==> config.mk <==
export PLATFORM = sky130hd
export DESIGN_NAME = quick_min_relax_step_core
export DESIGN_NICKNAME = d
export VERILOG_FILES = /design/src/hw/rtl/qmr_pkg.sv /design/src/hw/rtl/qmr_mul.sv /design/src/hw/rtl/qmr_div.sv /design/src/hw/rtl/quick_min_relax_step_core.sv
export SDC_FILE = /design/constraint.sdc
export NUM_CORES = 2
export LEC_CHECK = 0
export ABC_AREA = 1
export BUFFER_PORTS_ARGS = -buffer_cell sky130_fd_sc_hd__buf_2
export CAP_MARGIN = 15
export CORE_MARGIN = 3
export CORE_UTILIZATION = 30
export CTS_CLUSTER_DIAMETER = 60
export CTS_CLUSTER_SIZE = 24
export DETAILED_ROUTE_END_ITERATION = 10
export PLACE_DENSITY = 0.45
export REMOVE_ABC_BUFFERS = 1
export SLEW_MARGIN = 20
export SYNTH_ARGS = -nofsm -noshare
export SYNTH_HDL_FRONTEND = slang
export SYNTH_SLANG_ARGS = --single-unit
==> constraint.sdc <==
create_clock -name i_clk -period 14.3 [get_ports i_clk]
set_input_delay 0.715 -clock i_clk [delete_from_list [all_inputs] [get_ports i_clk]]
set_output_delay 0.715 -clock i_clk [all_outputs]
set_load 0.02 [all_outputs]
==> src/hw/rtl/qmr_pkg.sv <==
// shared types, codes and helper functions for the quick-min relaxation step core
`default_nettype none

package qmr_pkg;

    typedef struct packed {
        logic [1:0]         action;
        logic signed [31:0] force_x;
        logic signed [31:0] force_y;
        logic signed [31:0] force_z;
        logic signed [31:0] offset_x;
        logic signed [31:0] offset_y;
        logic signed [31:0] offset_z;
        logic signed [31:0] speed_x;
        logic signed [31:0] speed_y;
        logic signed [31:0] speed_z;
        logic [31:0]        atom_mass;
    } t_in;

    typedef struct packed {
        logic               kind;
        logic [31:0]        timestep;
        logic [15:0]        step_total;
        logic               power_negative;
        logic signed [31:0] new_speed_x;
        logic signed [31:0] new_speed_y;
        logic signed [31:0] new_speed_z;
    } t_out;

    localparam logic [1:0] ACT_POWER    = 2'd0;
    localparam logic [1:0] ACT_ADJUST   = 2'd1;
    localparam logic [1:0] ACT_VELOCITY = 2'd2;

    localparam logic KIND_TIMESTEP = 1'b0;
    localparam logic KIND_VELOCITY = 1'b1;

    localparam logic [2:0] CFG_DT_START   = 3'd0;
    localparam logic [2:0] CFG_DT_LIMIT   = 3'd1;
    localparam logic [2:0] CFG_DT_GROW    = 3'd2;
    localparam logic [2:0] CFG_DT_SHRINK  = 3'd3;
    localparam logic [2:0] CFG_MIN_STEPS  = 3'd4;
    localparam logic [2:0] CFG_DYNAMIC    = 3'd5;
    localparam logic [2:0] CFG_CONSTRAIN  = 3'd6;
    localparam logic [2:0] CFG_EQUAL_MASS = 3'd7;

    localparam int MUL_A_W = 64;
    localparam int MUL_B_W = 32;
    localparam int MUL_P_W = MUL_A_W + MUL_B_W;
    localparam int DIV_W   = 64;

    localparam logic [56:0] Q_CAP = 57'h100_0000_0000_0000;

    function automatic logic [31:0] mag32(input logic signed [31:0] v);
        mag32 = v[31] ? (32'd0 - v) : v;
    endfunction

    function automatic logic signed [31:0] sat_force(input logic signed [31:0] f,
                                                     input logic signed [31:0] o);
        logic signed [32:0] s;
        s = {f[31], f} + {o[31], o};
        if (s[32] != s[31]) begin
            sat_force = s[32] ? 32'sh8000_0000 : 32'sh7FFF_FFFF;
        end else begin
            sat_force = s[31:0];
        end
    endfunction

    function automatic logic signed [63:0] sat_add64(input logic signed [63:0] a,
                                                     input logic signed [63:0] b);
        logic signed [64:0] s;
        s = {a[63], a} + {b[63], b};
        if (s[64] != s[63]) begin
            sat_add64 = s[64] ? {1'b1, 63'd0} : {1'b0, {63{1'b1}}};
        end else begin
            sat_add64 = s[63:0];
        end
    endfunction

    function automatic logic signed [31:0] sat_speed(input logic [57:0] m, input logic neg);
        if (neg) begin
            sat_speed = (m > 58'h8000_0000) ? 32'sh8000_0000 : (32'd0 - m[31:0]);
        end else begin
            sat_speed = (m > 58'h7FFF_FFFF) ? 32'sh7FFF_FFFF : m[31:0];
        end
    endfunction

endpackage

`default_nettype wire

==> src/hw/rtl/qmr_mul.sv <==
// bit-serial shift-add multiplier, one multiplier bit per cycle
`default_nettype none

module qmr_mul
    import qmr_pkg::*;
(
    input  wire logic                 i_clk,
    input  wire logic                 i_rst_n,
    input  wire logic                 i_start,
    input  wire logic [MUL_A_W-1:0]   i_a,
    input  wire logic [MUL_B_W-1:0]   i_b,
    output logic                      o_done,
    output logic [MUL_P_W-1:0]        o_prod
);

    localparam int CNT_W = $clog2(MUL_B_W);

    logic [MUL_A_W-1:0] r_a;
    logic [MUL_P_W-1:0] r_p;
    logic [CNT_W-1:0]   r_cnt;
    logic               r_busy;
    logic               r_done;
    logic [MUL_A_W:0]   n_sum;

    always_comb begin
        n_sum = {1'b0, r_p[MUL_P_W-1:MUL_B_W]} + (r_p[0] ? {1'b0, r_a} : '0);
    end

    always_ff @(posedge i_clk) begin
        if (!i_rst_n) begin
            r_busy <= 1'b0;
            r_done <= 1'b0;
            r_cnt  <= '0;
        end else begin
            r_done <= 1'b0;
            if (i_start) begin
                r_a    <= i_a;
                r_p    <= {{MUL_A_W{1'b0}}, i_b};
                r_cnt  <= '0;
                r_busy <= 1'b1;
            end else if (r_busy) begin
                r_p   <= {n_sum, r_p[MUL_B_W-1:1]};
                r_cnt <= r_cnt + CNT_W'(1);
                if (r_cnt == CNT_W'(MUL_B_W - 1)) begin
                    r_busy <= 1'b0;
                    r_done <= 1'b1;
                end
            end
        end
    end

    assign o_done = r_done;
    assign o_prod = r_p;

endmodule

`default_nettype wire

==> src/hw/rtl/qmr_div.sv <==
// bit-serial restoring divider, one quotient bit per cycle, saturating quotient
`default_nettype none

module qmr_div
    import qmr_pkg::*;
(
    input  wire logic               i_clk,
    input  wire logic               i_rst_n,
    input  wire logic               i_start,
    input  wire logic [DIV_W-1:0]   i_hi,
    input  wire logic [DIV_W-1:0]   i_lo,
    input  wire logic [DIV_W-1:0]   i_d,
    output logic                    o_done,
    output logic [DIV_W-1:0]        o_q
);

    localparam int CNT_W = $clog2(DIV_W);

    logic [DIV_W-1:0] r_d;
    logic [DIV_W-1:0] r_rem;
    logic [DIV_W-1:0] r_lq;
    logic [CNT_W-1:0] r_cnt;
    logic             r_busy;
    logic             r_done;
    logic [DIV_W-1:0] n_sh;
    logic             n_take;

    always_comb begin
        n_sh   = {r_rem[DIV_W-2:0], r_lq[DIV_W-1]};
        n_take = r_rem[DIV_W-1] | (n_sh >= r_d);
    end

    always_ff @(posedge i_clk) begin
        if (!i_rst_n) begin
            r_busy <= 1'b0;
            r_done <= 1'b0;
            r_cnt  <= '0;
        end else begin
            r_done <= 1'b0;
            if (i_start) begin
                r_d   <= i_d;
                r_cnt <= '0;
                if (i_d == '0 || i_hi >= i_d) begin
                    r_lq   <= '1;
                    r_done <= 1'b1;
                end else begin
                    r_rem  <= i_hi;
                    r_lq   <= i_lo;
                    r_busy <= 1'b1;
                end
            end else if (r_busy) begin
                r_rem <= n_take ? (n_sh - r_d) : n_sh;
                r_lq  <= {r_lq[DIV_W-2:0], n_take};
                r_cnt <= r_cnt + CNT_W'(1);
                if (r_cnt == CNT_W'(DIV_W - 1)) begin
                    r_busy <= 1'b0;
                    r_done <= 1'b1;
                end
            end
        end
    end

    assign o_done = r_done;
    assign o_q    = r_lq;

endmodule

`default_nettype wire

==> src/hw/rtl/quick_min_relax_step_core.sv <==
// top level: sequencer for power accumulation, timestep adaptation and velocity update
// power item: three force-speed products; timestep item: at most one product;
// velocity item: six products, then per component up to two product-and-quotient passes;
// the shared bit-serial multiplier and divider do this arithmetic; one item at a time
// reset: synchronous active low, registers to defaults, timestep to dt_start, sums cleared
`default_nettype none

module quick_min_relax_step_core
    import qmr_pkg::*;
(
    input  wire logic        i_clk,
    input  wire logic        i_rst_n,
    input  wire logic        i_in_valid,
    output logic             o_in_ready,
    input  wire t_in         i_in,
    output logic             o_out_valid,
    input  wire logic        i_out_ready,
    output t_out             o_out,
    input  wire logic        i_cfg_valid,
    output logic             o_cfg_ready,
    input  wire logic [2:0]  i_cfg_index,
    input  wire logic [31:0] i_cfg_data
);

    typedef enum logic [6:0] {
        S_IDLE = 7'b0000001,
        S_DOT  = 7'b0000010,
        S_MAG  = 7'b0000100,
        S_TMUL = 7'b0001000,
        S_TDIV = 7'b0010000,
        S_ADJ  = 7'b0100000,
        S_EMIT = 7'b1000000
    } t_state;

    t_state             r_state, n_state;
    logic [31:0]        r_dt_start, n_dt_start;
    logic [31:0]        r_limit, n_limit;
    logic [31:0]        r_grow, n_grow;
    logic [31:0]        r_shrink, n_shrink;
    logic [15:0]        r_min, n_min;
    logic               r_dyn, n_dyn;
    logic               r_con, n_con;
    logic [31:0]        r_eqm, n_eqm;
    logic [31:0]        r_dt, n_dt;
    logic [15:0]        r_step, n_step;
    logic signed [63:0] r_power, n_power;
    logic [1:0]         r_action, n_action;
    logic signed [31:0] r_f [3];
    logic signed [31:0] n_f [3];
    logic signed [31:0] r_v [3];
    logic signed [31:0] n_v [3];
    logic signed [31:0] r_nspd [3];
    logic signed [31:0] n_nspd [3];
    logic [31:0]        r_mass, n_mass;
    logic signed [63:0] r_dot, n_dot;
    logic [63:0]        r_magf, n_magf;
    logic [1:0]         r_idx, n_idx;
    logic               r_term, n_term;
    logic               r_busy, n_busy;
    logic [57:0]        r_sum, n_sum;
    logic [MUL_P_W-1:0] r_prod, n_prod;
    logic               r_neg, n_neg;
    logic               r_ovalid, n_ovalid;
    t_out               r_out, n_out;

    logic               mul_start, mul_done;
    logic [MUL_A_W-1:0] mul_a;
    logic [MUL_B_W-1:0] mul_b;
    logic [MUL_P_W-1:0] mul_prod;
    logic               div_start, div_done;
    logic [DIV_W-1:0]   div_d;
    logic [DIV_W-1:0]   div_q;

    logic signed [31:0] f_sel, v_sel;
    logic signed [63:0] prod_s, dot_new;
    logic               term_on, term_done;
    logic [56:0]        term_add, q_cap;
    logic [57:0]        sum_next;
    logic               neg, do_scale;
    logic [47:0]        sc_raw;
    logic [31:0]        sc;

    qmr_mul u_mul (
        .i_clk   (i_clk),
        .i_rst_n (i_rst_n),
        .i_start (mul_start),
        .i_a     (mul_a),
        .i_b     (mul_b),
        .o_done  (mul_done),
        .o_prod  (mul_prod)
    );

    qmr_div u_div (
        .i_clk   (i_clk),
        .i_rst_n (i_rst_n),
        .i_start (div_start),
        .i_hi    ({{(DIV_W-MUL_P_W+DIV_W){1'b0}}, r_prod[MUL_P_W-1:DIV_W]}),
        .i_lo    (r_prod[DIV_W-1:0]),
        .i_d     (div_d),
        .o_done  (div_done),
        .o_q     (div_q)
    );

    assign f_sel   = r_f[r_idx];
    assign v_sel   = r_v[r_idx];
    assign term_on = r_term ? (!r_dot[63] && r_dot != '0 && r_magf != '0) : (r_mass != '0);
    assign q_cap   = (div_q > {7'd0, Q_CAP}) ? Q_CAP : div_q[56:0];
    assign div_d   = r_term ? r_magf : {24'd0, r_mass, 8'd0};
    assign neg     = r_power[63];
    assign do_scale = r_dyn & (neg | (r_step > r_min));
    assign sc_raw  = mul_prod[63:16];

    always_comb begin
        n_state    = r_state;
        n_dt_start = r_dt_start;
        n_limit    = r_limit;
        n_grow     = r_grow;
        n_shrink   = r_shrink;
        n_min      = r_min;
        n_dyn      = r_dyn;
        n_con      = r_con;
        n_eqm      = r_eqm;
        n_dt       = r_dt;
        n_step     = r_step;
        n_power    = r_power;
        n_action   = r_action;
        n_f        = r_f;
        n_v        = r_v;
        n_nspd     = r_nspd;
        n_mass     = r_mass;
        n_dot      = r_dot;
        n_magf     = r_magf;
        n_idx      = r_idx;
        n_term     = r_term;
        n_busy     = r_busy;
        n_sum      = r_sum;
        n_prod     = r_prod;
        n_neg      = r_neg;
        n_ovalid   = r_ovalid & ~i_out_ready;
        n_out      = r_out;
        mul_start  = 1'b0;
        div_start  = 1'b0;
        mul_a      = '0;
        mul_b      = '0;
        term_done  = 1'b0;
        term_add   = '0;
        prod_s     = '0;
        dot_new    = '0;
        sum_next   = '0;
        sc         = '0;

        case (r_state)
            S_IDLE: begin
                if (i_in_valid) begin
                    n_action = i_in.action;
                    n_f[0]   = r_con ? sat_force(i_in.force_x, i_in.offset_x) : i_in.force_x;
                    n_f[1]   = r_con ? sat_force(i_in.force_y, i_in.offset_y) : i_in.force_y;
                    n_f[2]   = r_con ? sat_force(i_in.force_z, i_in.offset_z) : i_in.force_z;
                    n_v[0]   = i_in.speed_x;
                    n_v[1]   = i_in.speed_y;
                    n_v[2]   = i_in.speed_z;
                    n_mass   = (r_eqm != '0) ? r_eqm : i_in.atom_mass;
                    n_dot    = '0;
                    n_idx    = '0;
                    n_busy   = 1'b0;
                    case (i_in.action)
                        ACT_POWER:    n_state = S_DOT;
                        ACT_VELOCITY: n_state = S_DOT;
                        ACT_ADJUST:   n_state = S_ADJ;
                        default:      n_state = S_IDLE;
                    endcase
                end
            end
            S_DOT: begin
                mul_a = {32'd0, mag32(f_sel)};
                mul_b = mag32(v_sel);
                if (!r_busy) begin
                    mul_start = 1'b1;
                    n_busy    = 1'b1;
                end else if (mul_done) begin
                    n_busy  = 1'b0;
                    prod_s  = (f_sel[31] ^ v_sel[31]) ? (64'd0 - mul_prod[63:0])
                                                     : mul_prod[63:0];
                    dot_new = sat_add64(r_dot, prod_s);
                    n_dot   = dot_new;
                    if (r_idx == 2'd2) begin
                        n_idx = '0;
                        if (r_action == ACT_POWER) begin
                            n_power = sat_add64(r_power, dot_new);
                            n_state = S_IDLE;
                        end else begin
                            n_magf  = '0;
                            n_state = S_MAG;
                        end
                    end else begin
                        n_idx = r_idx + 2'd1;
                    end
                end
            end
            S_MAG: begin
                mul_a = {32'd0, mag32(f_sel)};
                mul_b = mag32(f_sel);
                if (!r_busy) begin
                    mul_start = 1'b1;
                    n_busy    = 1'b1;
                end else if (mul_done) begin
                    n_busy = 1'b0;
                    n_magf = r_magf + mul_prod[63:0];
                    if (r_idx == 2'd2) begin
                        n_idx   = '0;
                        n_term  = 1'b0;
                        n_sum   = '0;
                        n_state = S_TMUL;
                    end else begin
                        n_idx = r_idx + 2'd1;
                    end
                end
            end
            S_TMUL: begin
                mul_a = r_term ? r_dot : {32'd0, r_dt};
                mul_b = mag32(f_sel);
                if (!term_on) begin
                    term_done = 1'b1;
                end else if (!r_busy) begin
                    mul_start = 1'b1;
                    n_busy    = 1'b1;
                end else if (mul_done) begin
                    n_busy  = 1'b0;
                    n_prod  = mul_prod;
                    n_state = S_TDIV;
                end
            end
            S_TDIV: begin
                if (!r_busy) begin
                    div_start = 1'b1;
                    n_busy    = 1'b1;
                end else if (div_done) begin
                    n_busy    = 1'b0;
                    term_done = 1'b1;
                    term_add  = q_cap;
                end
            end
            S_ADJ: begin
                mul_a = {32'd0, r_dt};
                mul_b = neg ? r_shrink : r_grow;
                if (do_scale && !r_busy) begin
                    mul_start = 1'b1;
                    n_busy    = 1'b1;
                end else if (!do_scale || mul_done) begin
                    n_busy = 1'b0;
                    if (do_scale) begin
                        sc = (|sc_raw[47:32]) ? 32'hFFFF_FFFF : sc_raw[31:0];
                        if (!neg && sc > r_limit) begin
                            sc = r_limit;
                        end
                        n_dt = sc;
                    end
                    if (r_dyn) begin
                        n_step = neg ? 16'd0 : ((r_step == 16'hFFFF) ? r_step : r_step + 16'd1);
                    end
                    n_neg   = neg;
                    n_power = '0;
                    n_state = S_EMIT;
                end
            end
            S_EMIT: begin
                if (!r_ovalid || i_out_ready) begin
                    n_ovalid             = 1'b1;
                    n_out.kind           = (r_action == ACT_VELOCITY) ? KIND_VELOCITY
                                                                      : KIND_TIMESTEP;
                    n_out.timestep       = r_dt;
                    n_out.step_total     = r_step;
                    n_out.power_negative = (r_action == ACT_VELOCITY) ? 1'b0 : r_neg;
                    n_out.new_speed_x    = (r_action == ACT_VELOCITY) ? r_nspd[0] : '0;
                    n_out.new_speed_y    = (r_action == ACT_VELOCITY) ? r_nspd[1] : '0;
                    n_out.new_speed_z    = (r_action == ACT_VELOCITY) ? r_nspd[2] : '0;
                    n_state              = S_IDLE;
                end
            end
            default: n_state = S_IDLE;
        endcase

        if (term_done) begin
            sum_next = r_sum + {1'b0, term_add};
            if (!r_term) begin
                n_term  = 1'b1;
                n_sum   = sum_next;
                n_state = S_TMUL;
            end else begin
                n_nspd[r_idx] = sat_speed(sum_next, f_sel[31]);
                n_sum         = '0;
                n_term        = 1'b0;
                if (r_idx == 2'd2) begin
                    n_idx   = '0;
                    n_state = S_EMIT;
                end else begin
                    n_idx   = r_idx + 2'd1;
                    n_state = S_TMUL;
                end
            end
        end

        if (i_cfg_valid) begin
            case (i_cfg_index)
                CFG_DT_START: begin
                    n_dt_start = i_cfg_data;
                    n_dt       = i_cfg_data;
                end
                CFG_DT_LIMIT:   n_limit  = i_cfg_data;
                CFG_DT_GROW:    n_grow   = i_cfg_data;
                CFG_DT_SHRINK:  n_shrink = i_cfg_data;
                CFG_MIN_STEPS:  n_min    = i_cfg_data[15:0];
                CFG_DYNAMIC:    n_dyn    = i_cfg_data[0];
                CFG_CONSTRAIN:  n_con    = i_cfg_data[0];
                CFG_EQUAL_MASS: n_eqm    = i_cfg_data;
                default: ;
            endcase
        end
    end

    always_ff @(posedge i_clk) begin
        if (!i_rst_n) begin
            r_state    <= S_IDLE;
            r_dt_start <= 32'd65536;
            r_limit    <= 32'd655360;
            r_grow     <= 32'd72089;
            r_shrink   <= 32'd32768;
            r_min      <= 16'd5;
            r_dyn      <= 1'b1;
            r_con      <= 1'b0;
            r_eqm      <= 32'd0;
            r_dt       <= 32'd65536;
            r_step     <= 16'd0;
            r_power    <= '0;
            r_idx      <= '0;
            r_term     <= 1'b0;
            r_busy     <= 1'b0;
            r_sum      <= '0;
            r_ovalid   <= 1'b0;
        end else begin
            r_state    <= n_state;
            r_dt_start <= n_dt_start;
            r_limit    <= n_limit;
            r_grow     <= n_grow;
            r_shrink   <= n_shrink;
            r_min      <= n_min;
            r_dyn      <= n_dyn;
            r_con      <= n_con;
            r_eqm      <= n_eqm;
            r_dt       <= n_dt;
            r_step     <= n_step;
            r_power    <= n_power;
            r_idx      <= n_idx;
            r_term     <= n_term;
            r_busy     <= n_busy;
            r_sum      <= n_sum;
            r_ovalid   <= n_ovalid;
        end
        r_action <= n_action;
        r_f      <= n_f;
        r_v      <= n_v;
        r_nspd   <= n_nspd;
        r_mass   <= n_mass;
        r_dot    <= n_dot;
        r_magf   <= n_magf;
        r_prod   <= n_prod;
        r_neg    <= n_neg;
        r_out    <= n_out;
    end

    assign o_in_ready  = (r_state == S_IDLE);
    assign o_out_valid = r_ovalid;
    assign o_out       = r_out;
    assign o_cfg_ready = 1'b1;

endmodule

`default_nettype wire

Yosys cells after proc, flatten, opt, wreduce, memory -nomap -nowiden
Cells that the tools add are included.
{"block": "totals", "regBits": 1388, "word_cells": 355}
{"block": "classes", "n_addsub": 17, "order_cmp": 9, "eq_ne": 54, "mux": 153, "n_bitwise": 10, "n_reduce_logical": 62}
{"cell": "2-to-1 mux 64 bit", "n": 33}
{"cell": "2-to-1 mux 32 bit", "n": 32}
{"cell": "case mux 64 bit (2 select lines)", "n": 3}
{"cell": "2-to-1 mux 58 bit", "n": 6}
{"cell": "2-to-1 mux 57 bit", "n": 4}
{"cell": "case mux 64 bit (3 select lines)", "n": 1}
{"cell": "adder 64 x 64 -> 65 bit", "n": 2}
{"cell": "binary-select mux 32 bit (select 2 bit)", "n": 2}
{"cell": "nonzero test 64 bit", "n": 2}
{"cell": "2-to-1 mux 7 bit", "n": 16}
{"cell": "adder 32 x 32 -> 33 bit", "n": 3}
{"cell": "bitwise mux 96 bit", "n": 1}
{"cell": "2-to-1 mux 96 bit", "n": 1}
{"cell": "case mux 32 bit (3 select lines)", "n": 1}
{"cell": "subtractor 1 x 32 -> 32 bit, first input constant", "n": 3}
{"cell": "adder 64 x 65 -> 65 bit", "n": 1}
{"cell": "adder 64 bit", "n": 1}
{"cell": "demux 32 bit (select 2 bit)", "n": 1}
{"cell": "greater-or-equal comparator 32 x 64 -> 1 bit", "n": 1}
{"cell": "greater-or-equal comparator 64 bit", "n": 1}
{"cell": "> comparator 64 x 57 -> 1 bit, second input constant", "n": 1}
{"cell": "zero test 64 bit", "n": 1}
{"cell": "nonzero test 32 bit", "n": 2}
{"cell": "subtractor 1 x 64 -> 64 bit, first input constant", "n": 1}
{"cell": "other kinds (63)", "n": 185}

Logic depth before layout (Yosys ltp)
{"block": "depth", "word_depth": 20, "depth_mapped": 49}

By module
From an unflattened synthesis, not the netlist that was laid out.
{"block": "unflattened", "cells_unflattened": 14447, "hier_area_um2": 101736.3}
{"module": "quick_min_relax_step_core", "instances": 1, "cells_per_inst": 10010, "area_per_inst_um2": 71934.0, "seq_area_each_um2": 27376.3}
{"module": "qmr_div", "instances": 1, "cells_per_inst": 2635, "area_per_inst_um2": 17493.0, "seq_area_each_um2": 5925.7}
{"module": "qmr_mul", "instances": 1, "cells_per_inst": 1802, "area_per_inst_um2": 12309.3, "seq_area_each_um2": 4944.7}

Worst setup path before layout
No wires, ideal clock.
{"block": "synth_timing", "kind": "reg2reg", "from": "register r_state[4]", "to": "register r_dot[0] (enable)", "setup_time_ns": 0.507, "t_arrival_ns": 14.825, "required_ns": 13.793, "path_slack_ns": -1.032, "stages_incl_launch_ff": 8, "n_path_buf": 0, "cell_sequence": "dfxtp_1 > inv_1 > nand3_1 > nor4_1 > inv_1 > nor2_1 > inv_1 > a21oi_1"}
{"block": "synth_between", "elab_chain_len": 3, "word_cells_on_any_way": 7, "classes_between": "5 x eq/ne; 2 x reduce/logical"}
{"element": "start, declared", "line": "quick_min_relax_step_core.sv:35", "rtl": "t_state r_state, n_state;"}
{"element": "start signal, assigned", "line": "quick_min_relax_step_core.sv:341", "rtl": "r_state <= n_state;"}
{"element": "equality test 7 x 1 -> 1 bit (*)"}
{"element": "net o_in_ready", "line": "quick_min_relax_step_core.sv:14", "rtl": "output logic o_in_ready,"}
{"element": "inequality test 2 bit (no line) or nonzero test 2 bit (tied branches)"}
{"element": "AND reduction 4 bit (no line) (*)"}
{"element": "end signal, assigned", "line": "quick_min_relax_step_core.sv:364", "rtl": "r_dot <= n_dot;"}
{"element": "end, declared", "line": "quick_min_relax_step_core.sv:55", "rtl": "logic signed [63:0] r_dot, n_dot;"}
Mark *: on every way through the listed nets, which the timed path passes. The rest lies on a longest branch.
A chain may end at the register's enable or synchronous reset.

Worst setup path after layout
{"block": "layout_timing", "from": "register r_idx[1]", "to": "register r_power[2]"}
{"block": "layout_between", "elab_chain_len": 20, "word_cells_on_any_way": 28, "classes_between": "2 x add/sub; 4 x eq/ne; 19 x mux; 2 x bitwise; 1 x reduce/logical"}
{"element": "start, declared", "line": "quick_min_relax_step_core.sv:57", "rtl": "logic [1:0] r_idx, n_idx;"}
{"element": "start signal, assigned", "line": "quick_min_relax_step_core.sv:353", "rtl": "r_idx <= n_idx;"}
{"element": "NOT 2 -> 3 bit (not written as such)", "line": "quick_min_relax_step_core.sv:104, quick_min_relax_step_core.sv:105"}
{"element": "binary-select mux 32 bit (select 2 bit), on equally long branches", "line": "quick_min_relax_step_core.sv:104, quick_min_relax_step_core.sv:105"}
{"element": "2-to-1 mux 32 bit, on equally long branches (2 in series)", "line": "quick_min_relax_step_core.sv:104, quick_min_relax_step_core.sv:105"}
{"element": "XOR 1 bit", "line": "quick_min_relax_step_core.sv:182", "rtl": "prod_s = (f_sel[31] ^ v_sel[31]) ? (64'd0 - mul_prod[63:0])"}
{"element": "2-to-1 mux 64 bit", "line": "quick_min_relax_step_core.sv:182"}
{"element": "adder 64 x 64 -> 65 bit", "line": "qmr_pkg.sv:71", "rtl": "s = {a[63], a} + {b[63], b};"}
{"element": "2-to-1 mux 64 bit or inequality test 1 bit (tied branches)", "line": "qmr_pkg.sv:73, qmr_pkg.sv:72"}
{"element": "2-to-1 mux 64 bit", "line": "qmr_pkg.sv:72", "rtl": "if (s[64] != s[63]) begin"}
{"element": "[3 not listed]"}
{"element": "adder 64 x 64 -> 65 bit", "line": "qmr_pkg.sv:71"}
{"element": "2-to-1 mux 64 bit or inequality test 1 bit (tied branches)", "line": "qmr_pkg.sv:73, qmr_pkg.sv:72"}
{"element": "2-to-1 mux 64 bit", "line": "qmr_pkg.sv:72"}
{"element": "2-to-1 mux 64 bit", "line": "quick_min_relax_step_core.sv:188", "rtl": "if (r_action == ACT_POWER) begin"}
{"element": "2-to-1 mux 64 bit", "line": "quick_min_relax_step_core.sv:186", "rtl": "if (r_idx == 2'd2) begin"}
{"element": "2-to-1 mux 64 bit", "line": "quick_min_relax_step_core.sv:180", "rtl": "end else if (mul_done) begin"}
{"element": "2-to-1 mux 64 bit", "line": "quick_min_relax_step_core.sv:177", "rtl": "if (!r_busy) begin"}
{"element": "case mux 64 bit (2 select lines)", "line": "quick_min_relax_step_core.sv:152", "rtl": "case (r_state)"}
{"element": "end signal, assigned", "line": "quick_min_relax_step_core.sv:352", "rtl": "r_power <= n_power;"}
{"element": "end, declared", "line": "quick_min_relax_step_core.sv:46", "rtl": "logic signed [63:0] r_power, n_power;"}
Several ways; a longest one is shown, not always the timed one. The select of a mux whose other input is x is not followed.

==> flow_summary.toml <==
[status]
outcome = "finished, final reports clean"

[floorplan]
core_area_sq_um = 319000
io_pins = 511
dieHeight_microns = 572
rows = 207
die_w_microns = 572
dieArea_sq_um = 327000
initial_utilization = 0.302

[setup_path]
cpPeakStageDelay_ps = 700
path_class = "reg -> reg"
crit_required_ps = 14960
arrival_ps = 11540
cp-start-kind = "register"
crit_fanout = 64
slowest_stage = "buf_4"
crit_top_cell = "nand2_1"
end_kind = "register"

[clock_tree]
clkLatencyLatePin_ps = 900
cts_root_buf = "clkbuf_16"
cts_tree = "yes"
ctsHtreeMaxLevel = 4
cts_made_buffers = 173
clkTransAtPathRegs_ps = 70
clock_path_buffers = 4
cts.repair.resized = 0
cts.sink_count = 1388
postCtsSetupBuffers = 0

[sta]
setup_violations = 0
setup_ws_ps = 3420
rsz0062_at_grt = "false"
max_freq_ghz = 0.0919
worst_pin_slew_ps = 1150
finalClockSkew_ps = 99.2
post-route-period-util = 0.761
slew_violations = 0
hold_viol = 0
fin_crit_ps = 10880
worst_hold_slack_ps = 68.4
relSlewSlack = 0.232

[pwr]
ir_drop_mv = 0.350
power_density_nw_per_um2 = 175
power.leakage_uw = 0.0478

[layout]
post_layout_nonfiller_instances = 17700
areaGrowthSynthToFinish_pct = 14.7
drive_above_1_share = 0.0894
final_nets = 14300
fillers = 34500

[placement]
preCtsSetupSlack_ps = 3700
dp.cells = 17300
dp_hpwl_microns = 327000
port_buffers = 509
gp_congestion = 0.992

[synthesis]
synth-compound-area-share = 0.153
synthArstFlopShare = 0
syn_inst = 12800
ys_ff_latch = 1388
synthAdderAreaFrac = 0.0748
synth_area_leaders = "edfxtp_1, nand2_1, ha_1, dfxtp_1, inv_1"
yosysWarnings = 0
synth_top_area_share = 0.326
synth.distinct_cells = 72
synth-simple-area-share = 0.253
synthMuxAreaShare = 0.000728
synthXorXnorAreaFrac = 0.0347
synth-edff-count = 1045
syn_area_sq_um = 96200
synth_seq_area_share = 0.398
synth_ff_type = "edfxtp_1"
yosysTopAreaCell = "edfxtp_1"
avgSynthCellArea_sq_um = 7.50
synth_top_family_by_area = "simple AND/OR/NAND/NOR gates"

[global_routing]
grt_pass1_wl_microns = 592000
antenna_found_initial = 41
track_usage = 0.243
grt_pass1_vias = 86700
grt_max_degree = 99
overflow = 0

[job]
drv_cap = 0

[route]
drt_iter0_markers = 8032
routed_wl_microns = 410000
wire_per_inst_microns = 23.2
ant_nets = 0
firstDrtPassIters = 8
num_vias = 89800
drc_errors = 0
via_per_inst = 5.08

[worst_hold_path]
worst_hold_path_type = "in -> reg"
## worst max-delay path, delay by kind of cell (launching register included)
family | cells | cell delay [ps]
AND/OR/NAND/NOR | 29 | 5170
buffers and inverters | 9 | 3630
adder cells (fa/ha/maj) | 2 | 800
flip-flops | 1 | 400
AO/OA/AOI/OAI | 2 | 260
XOR/XNOR | 2 | 250
## registers in the layout (all words and copies together), names as in the netlist, 58 cells and up
signal        cells
r_v              96
u_mul.r_a        64
r_dot            64
u_mul.o_prod     96
u_div.r_d        64
r_power          64
r_sum            58
u_div.r_rem      64
r_prod           96
r_f              96
u_div.o_q        64
r_nspd           96
o_out           146
r_magf           64
## cells in the mapped netlist, types with 66 or more instances
| cell | number |
|---|---|
| nand2_1 | 2860 |
| inv_1 | 1739 |
| nor2_1 | 1429 |
| a21oi_1 | 1200 |
| edfxtp_1 | 1045 |
| o21ai_0 | 746 |
| nand3_1 | 669 |
| ha_1 | 561 |
| dfxtp_1 | 343 |
| xor2_1 | 249 |
| clkbuf_1 | 241 |
| nand4_1 | 176 |
| nor3_1 | 138 |
| xnor2_1 | 127 |
| a31oi_1 | 99 |
| or2_2 | 96 |
| nor4_1 | 95 |
| a21o_1 | 86 |
| buf_2 | 75 |
| o211ai_1 | 72 |
| nor3b_1 | 71 |
| o21bai_1 | 66 |
## logic make-up (layout without fill, tap and decap cells)
| kind of cell | count (synthesis) | after routing |
|---|---|---|
| flip-flops | 1388 | 1388 |
| multiplexers | 7 | 7 |
| AO/OA/AOI/OAI | 2623 | 2623 |
| other | 1 | 23 |
| AND/OR/NAND/NOR | 5711 | 5711 |
| XOR/XNOR | 379 | 379 |
| adder cells (fa/ha/maj) | 570 | 570 |
| buffers and inverters | 2154 | 2798 |
## power by group
part / total, uW / switching (uW) / internal [uW]
clock network: 4700 / 2150 / 2550
registers: 5310 / 423 / 4880
logic: 9280 / 6520 / 2770
total: 19300 / 9090 / 10200
## per-stage QoR
step / total power (uW) / cell area, sq um / TNS [ps] / utilization
2_1_floorplan: 11400 / 94500 / -66000 / -
3_3_place_gp: 14700 / 103000 / 0 / 0.325
3_5_place_dp: 14600 / 103000 / 0 / 0.325
4_1_cts: 19400 / 110000 / 0 / 0.346
5_1_grt: 20600 / 110000 / 0 / 0.346
6_report: 19300 / 110000 / 0 / 0.346
## path summary, 6_finish.rpt
kind	start	end	slack (ps)	cells after the start
min	i_in[50]	r_v[18]	70	1
max reg2reg	r_idx[1]	r_power[2]	3420	44
min reg2reg	r_grow[8]	r_grow[8]	460	2
max	r_idx[1]	r_power[2]	3420	44
## routing by layer
layer / up-vias / global-route usage / part of all wire
met3: 565 / 0.0353 / 0.057
li1: 44200 / - / -
met5: - / 0 / 0.00033
met4: 22 / 0.0819 / 0.038
met1: 42300 / 0.319 / 0.44
met2: 2724 / 0.407 / 0.46
## timing repair
item                                    in CTS  in global routing
hold endpoints to repair                    77                  0
endpoints found under the setup margin       0                  0
hold buffers                                77                  0
## cells in the final DEF (no fill, tap or decap), drive strengths merged, types with 30 or more instances in the layout
master	n
xnor2	127
nor4	99
nand3b	30
o21bai	66
a31oi	99
or2	100
a21boi	37
inv	1832
clkbuf	184
nand3	680
dlygate4sd3	77
o21ai	780
ha	561
nand4	178
nand2	2883
o22ai	64
nor3b	71
a21oi	1223
and2	58
o221ai	39
xor2	252
buf	623
nor3	143
dfxtp	343
clkinv	64
nor2	1455
edfxtp	1045
a21o	86
o211ai	72
o21a	63
## area by class of cell
| cell class | count | area, sq um | share of cell area |
|---|---|---|---|
| Timing Repair Buffer | 700 | 4180 | 0.0378 |
| Clock buffer | 184 | 4480 | 0.0405 |
| Antenna cell | 22 | 55.1 | 0.000499 |
| Clock inverter | 136 | 1680 | 0.0152 |
| Tap cell | 4180 | 5230 | 0.0474 |
| Sequential cell | 1388 | 38300 | 0.347 |
| Multi-Input combinational cell | 9291 | 49800 | 0.451 |
| Inverter | 1778 | 6680 | 0.0605 |
Note: power is estimated with default switching activity, not from simulation.
